==> config.mk <==
export PLATFORM = sky130hd
export DESIGN_NAME = fpsc_front
export DESIGN_NICKNAME = d
export VERILOG_FILES = /design/src/rtl/core/fpsc_pkg.sv /design/src/rtl/core/fpsc_front.sv
export SDC_FILE = /design/constraint.sdc
export NUM_CORES = 2
export LEC_CHECK = 0
export BUFFER_PORTS_ARGS = -buffer_cell sky130_fd_sc_hd__buf_2
export CORE_UTILIZATION = 69
export DETAILED_ROUTE_END_ITERATION = 8
export PLACE_DENSITY = 0.89
export SYNTH_ARGS = -nofsm -noshare
export SYNTH_HDL_FRONTEND = slang
export SYNTH_SLANG_ARGS = --single-unit
==> constraint.sdc <==
create_clock -name clk -period 9.2 [get_ports clk]
set_input_delay 1.38 -clock clk [delete_from_list [all_inputs] [get_ports clk]]
set_output_delay 1.38 -clock clk [all_outputs]
set_load 0.02 [all_outputs]
==> src/rtl/core/fpsc_pkg.sv <==
package fpsc_pkg;

	localparam int MAX_SIZE_LOG2 = 12;
	localparam int TRIG_TABLE_BITS = 10;
	localparam int N_W = 14;
	localparam logic [63:0] HALF_PI_Q30 = 64'd1686629713;

	localparam logic [2:0] REG_PADDED_SIZE = 3'd0;
	localparam logic [2:0] REG_OUT_SIZE = 3'd1;
	localparam logic [2:0] REG_PHASE_STEP_X = 3'd2;
	localparam logic [2:0] REG_PHASE_STEP_Y = 3'd3;
	localparam logic [2:0] REG_RADIUS_SQR_LIMIT = 3'd4;
	localparam logic [2:0] REG_NORM_GAIN = 3'd5;

	typedef struct packed {
		logic [11:0] col_index;
		logic [11:0] row_index;
		logic signed [31:0] coef_real;
		logic signed [31:0] coef_imag;
	} item_t;

	typedef struct packed {
		logic [22:0] out_address;
		logic signed [31:0] out_real;
		logic signed [31:0] out_imag;
	} result_t;

	typedef struct packed {
		logic [N_W-1:0] n;
		logic [11:0] half;
		logic [11:0] o;
		logic [31:0] step_x;
		logic [31:0] step_y;
		logic [23:0] limit;
		logic [31:0] gain;
	} cfg_t;

	typedef struct packed {
		logic valid;
		logic pass;
		logic [22:0] addr;
		logic [31:0] phase;
		logic signed [31:0] re;
		logic signed [31:0] im;
	} front_t;

	// Quarter-wave sine entry in Q0.15, Taylor series in Q2.30.
	function automatic logic [14:0] quarter_sine(input int unsigned i, input int unsigned tb);
		logic [63:0] x;
		logic [63:0] term;
		logic signed [63:0] sum;
		logic signed [63:0] v;
		x = (HALF_PI_Q30 * 64'(i) + (64'd1 << (tb - 1))) >> tb;
		term = x;
		sum = $signed(x);
		for (int n = 1; n <= 8; n++) begin
			term = (term * x) >> 30;
			term = (term * x) >> 30;
			case (n)
				1: term = term / 64'd6;
				2: term = term / 64'd20;
				3: term = term / 64'd42;
				4: term = term / 64'd72;
				5: term = term / 64'd110;
				6: term = term / 64'd156;
				7: term = term / 64'd210;
				default: term = term / 64'd272;
			endcase
			if (n % 2 == 1) sum = sum - $signed(term);
			else sum = sum + $signed(term);
		end
		if (sum < 0) sum = 0;
		v = (sum + 64'sd16384) >>> 15;
		if (v > 64'sd32767) v = 64'sd32767;
		return v[14:0];
	endfunction

endpackage

==> src/rtl/core/fpsc_front.sv <==
module fpsc_front (
	input logic clk,
	input logic arst_n,
	input logic start,
	input fpsc_pkg::item_t item,
	input fpsc_pkg::cfg_t cfg,
	output fpsc_pkg::front_t front
);

	localparam int W = fpsc_pkg::N_W;

	logic [W-1:0] row_w, col_w, half_w, o_w;
	logic keep;
	logic signed [W-1:0] kx, ky;
	logic [W-1:0] newrow;

	logic v_s1;
	logic signed [W-1:0] kx_s1, ky_s1;
	logic [12:0] newrow_s1;
	logic [11:0] col_s1;
	logic signed [31:0] re_s1, im_s1;

	logic v_s2;
	logic [2*W-1:0] kxsq_s2, kysq_s2;
	logic [31:0] px_s2, py_s2;
	logic [24:0] rowoff_s2;
	logic [11:0] col_s2;
	logic signed [31:0] re_s2, im_s2;

	logic v_s3, pass_s3;
	logic [22:0] addr_s3;
	logic [31:0] phase_s3;
	logic signed [31:0] re_s3, im_s3;

	logic [2*W:0] r2;
	logic [24:0] addr_full;

	assign row_w = W'(item.row_index);
	assign col_w = W'(item.col_index);
	assign half_w = W'(cfg.half);
	assign o_w = W'(cfg.o);
	assign keep = (row_w < cfg.n) && (col_w < o_w) &&
		((row_w < o_w) || (row_w >= cfg.n - o_w));
	assign kx = (col_w <= half_w) ? $signed(col_w) : $signed(col_w - cfg.n);
	assign ky = (row_w <= half_w) ? $signed(row_w) : $signed(row_w - cfg.n);
	assign newrow = (row_w < half_w) ? row_w + o_w : row_w + o_w - cfg.n;

	always_ff @(posedge clk or negedge arst_n) begin
		if (!arst_n) begin
			v_s1 <= 1'b0;
			v_s2 <= 1'b0;
			v_s3 <= 1'b0;
		end else begin
			v_s1 <= start && keep;
			v_s2 <= v_s1;
			v_s3 <= v_s2;
		end
	end

	always_ff @(posedge clk) begin
		kx_s1 <= kx;
		ky_s1 <= ky;
		newrow_s1 <= newrow[12:0];
		col_s1 <= item.col_index;
		re_s1 <= item.coef_real;
		im_s1 <= item.coef_imag;

		kxsq_s2 <= $unsigned((2*W)'(kx_s1) * (2*W)'(kx_s1));
		kysq_s2 <= $unsigned((2*W)'(ky_s1) * (2*W)'(ky_s1));
		px_s2 <= cfg.step_x * $unsigned(32'(kx_s1));
		py_s2 <= cfg.step_y * $unsigned(32'(ky_s1));
		rowoff_s2 <= 25'(newrow_s1) * 25'(cfg.o);
		col_s2 <= col_s1;
		re_s2 <= re_s1;
		im_s2 <= im_s1;

		pass_s3 <= r2 <= (2*W+1)'(cfg.limit);
		addr_s3 <= addr_full[22:0];
		phase_s3 <= 32'd0 - (px_s2 + py_s2);
		re_s3 <= re_s2;
		im_s3 <= im_s2;
	end

	assign r2 = (2*W+1)'(kxsq_s2) + (2*W+1)'(kysq_s2);
	assign addr_full = rowoff_s2 + 25'(col_s2);

	assign front.valid = v_s3;
	assign front.pass = pass_s3;
	assign front.addr = addr_s3;
	assign front.phase = phase_s3;
	assign front.re = re_s3;
	assign front.im = im_s3;

endmodule

==> impl_results.md <==
* Status: complete, no violations
* Clk sinks at 457
* Critical Path RT at 9.72 ns
* Tcrit/Tclk final at 81.54%
* WS Path Type: reg -> reg
* WL final at 140700 um
* Worst Setup End Kind: register
* Worst path arrival time at 8.02 ns
* Period minus WS final at 7.501 ns
* Clock Tree Root: clkbuf_16
* Routed len/inst at 18.65 um
* PortBufs at 337
* H-tree depth at 2
* Final setup TNS at 0 ns
* Via Count at 43219
* Core Footprint at 82500 sq um
* Max-slew violations at 0
* Largest net degree at the start of global routing at 50
* CTS Buf Count at 49
* Syn. warnings at 0
* Share of cells above drive strength 1 at 7.934%
* # setup viols final at 0
* Antenna violations before repair at 11
* Avg Synthesized Cell Area at 9.319 sq um
* GR Util All Layers at 34.30%
* Top-area cell type share of the netlist area at 34.99%
* Synth top area cells: fa_1 35%, dfxtp_1 16%, ha_1 13%
* Count of cell types in the netlist at 85
* Vias in the first global route at 47053
* Cells after synthesis at 6201
* CTS Buffer Depth at 3
* Fmax achieved at 133.3 MHz
* Total grt overflow at 0
* Via density at 5.730
* Final Hold Viols at 0
* MaxCap Viol Count at 0
* Post-synthesis register bit count at 457
* Startpoint types: register
* Clock skew at 0.02667 ns
* Worst slew margin at 26.60%
* Post-detail-place hpwl at 110600 um
* Starting DRT DRC Count at 2943
* Top cells by count, synth: 1408 x inv_1, 1010 x fa_1, 643 x nand2_1, 606 x ha_1, 461 x and2_1
* Area of the multi-input gates at 42570 sq um
* # fillers at 5332
* Post-route ant nets at 0
* Die area at 84910 sq um
* Async SR Flop Fraction at 0.6565%
* # IOs at 370
* Final hold slack at 0.3205 ns
* Clock Latency Late Sink at 0.63 ns
* First-pass GRT wire length at 232400 um
* EDFF count, synth at 0
* Top_reg_cell synth: dfxtp_1
* Setup bufs post-CTS at 0
* # DRC at 0
* Initial core utilization at 70.04%
* Area of the mapped netlist at 57790 sq um
* Reg-to-reg setup timing slack at 1.70 ns
* Drt first pass iters at 6
* Most frequent cell after synthesis: inv_1
* Slew @ Worst Pin at 1.099 ns
* Net count after synthesis at 8066
* Die X at 291.4 um
* Global placement routability congestion at 0.9732
* Reg area at 9168 sq um
* Die Height at 291.4 um
* Synthesis-to-layout area growth at 7.561%
* CP Max Fanout at 16
* RSZ-0062 raised after global routing: no
* Area leader, netlist: fa_1
* Worst-path clk slew at 0.06 ns
* Hold WC Path Type: reg -> reg
* Post-synthesis sequential area ratio at 15.86%
* Nets@finish at 8291
* TritonCTS clock tree: done
* PostCTS Resize Cnt at 0
* Row cnt at 105
* Hold Buf Count CTS at 0
[stage by stage]
step	cell area, sq um	setup WS [ns]	std cells	utilization (%)
3_3_place_gp	60340	1.782	7445	73.14
5_1_grt	62140	1.583	7538	75.32
4_1_cts	62140	1.880	7536	75.32
3_5_place_dp	60340	1.687	7445	73.14
2_1_floorplan	57790	2.256	6201	-
6_report	62160	1.699	7543	75.34
[per-layer routing]
metal	wire, um	track usage [%]	up-vias
met3	11660	5.116	508
met1	51010	41.12	21426
met4	6738	15.58	8
li1	-	-	19219
met5	49	0	-
met2	71220	60.86	2058
[placed cells by master (no fill, tap or decap), drive strengths merged, types with 102 or more instances in the layout]
cell / count
inv: 1415
fa: 1010
nand2: 643
ha: 606
and2: 461
dfxtp: 454
buf: 376
xnor2: 233
a21oi: 191
nor2: 148
o21ai: 120
a21o: 102
[critical path, stage by stage (launching register included)]
cell      delay, ns
dfxtp_1        0.92
clkinv_1       0.71
nor2_1         0.36
inv_1          0.11
fa_1           0.42
fa_1           0.49
inv_1          0.05
ha_1           0.28
fa_1           0.45
fa_1           0.48
inv_1          0.05
fa_1           0.51
inv_1          0.05
ha_1           0.35
a21o_1         0.21
a21o_1         0.21
a21oi_2        0.10
o21ai_1        0.10
a21oi_2        0.26
o21ai_1        0.15
a41o_1         0.27
or3_1          0.37
a311o_1        0.40
o211ai_1       0.11
[registers in the layout, summed over array words and instances (netlist names), 27 cells and up]
name / count
im_s1: 32
im_s2: 32
im_s3: 32
phase_s3: 32
px_s2: 32
py_s2: 32
re_s1: 32
re_s2: 32
re_s3: 32
kxsq_s2: 27
kysq_s2: 27
[cell type report]
type / instances / area share (%)
Timing Repair Buffer: 376 / 3.185
Antenna cell: 7 / 0.02818
Multi-Input combinational cell: 4133 / 68.48
Tap cell: 1070 / 2.154
Clock buffer: 59 / 2.130
Clock inverter: 32 / 0.7609
Inverter: 1409 / 8.509
Sequential cell: 457 / 14.75
[final timing paths]
| path | startpoint | to | depth (start not counted) |
|---|---|---|---|
| setup / recovery | ky_s1[1] | kysq_s2[24] | 23 |
| hold / removal | im_s1[23] | im_s2[23] | 0 |
| setup reg to reg | ky_s1[1] | kysq_s2[24] | 23 |
| hold reg to reg | im_s1[23] | im_s2[23] | 0 |
| max in group asynchronous | arst_n | v_s3 | 1 |
| min in group asynchronous | arst_n | v_s1 | 1 |
[logic make-up (layout without fill, tap and decap cells)]
family,after synthesis,after routing,share of synthesized area [%]
multiplexers,20,20,0.3746
AO/OA/AOI/OAI,618,618,7.002
flip-flops,457,457,15.86
XOR/XNOR,317,317,4.805
adder cells (fa/ha/maj),1616,1616,48.11
other,0,7,0
buffers and inverters,1611,1876,10.48
AND/OR/NAND/NOR,1562,1562,13.37
Power is left out: the tool's default activity adds up to more than one toggle a clock period on the data nets, which glitch-free logic cannot reach.
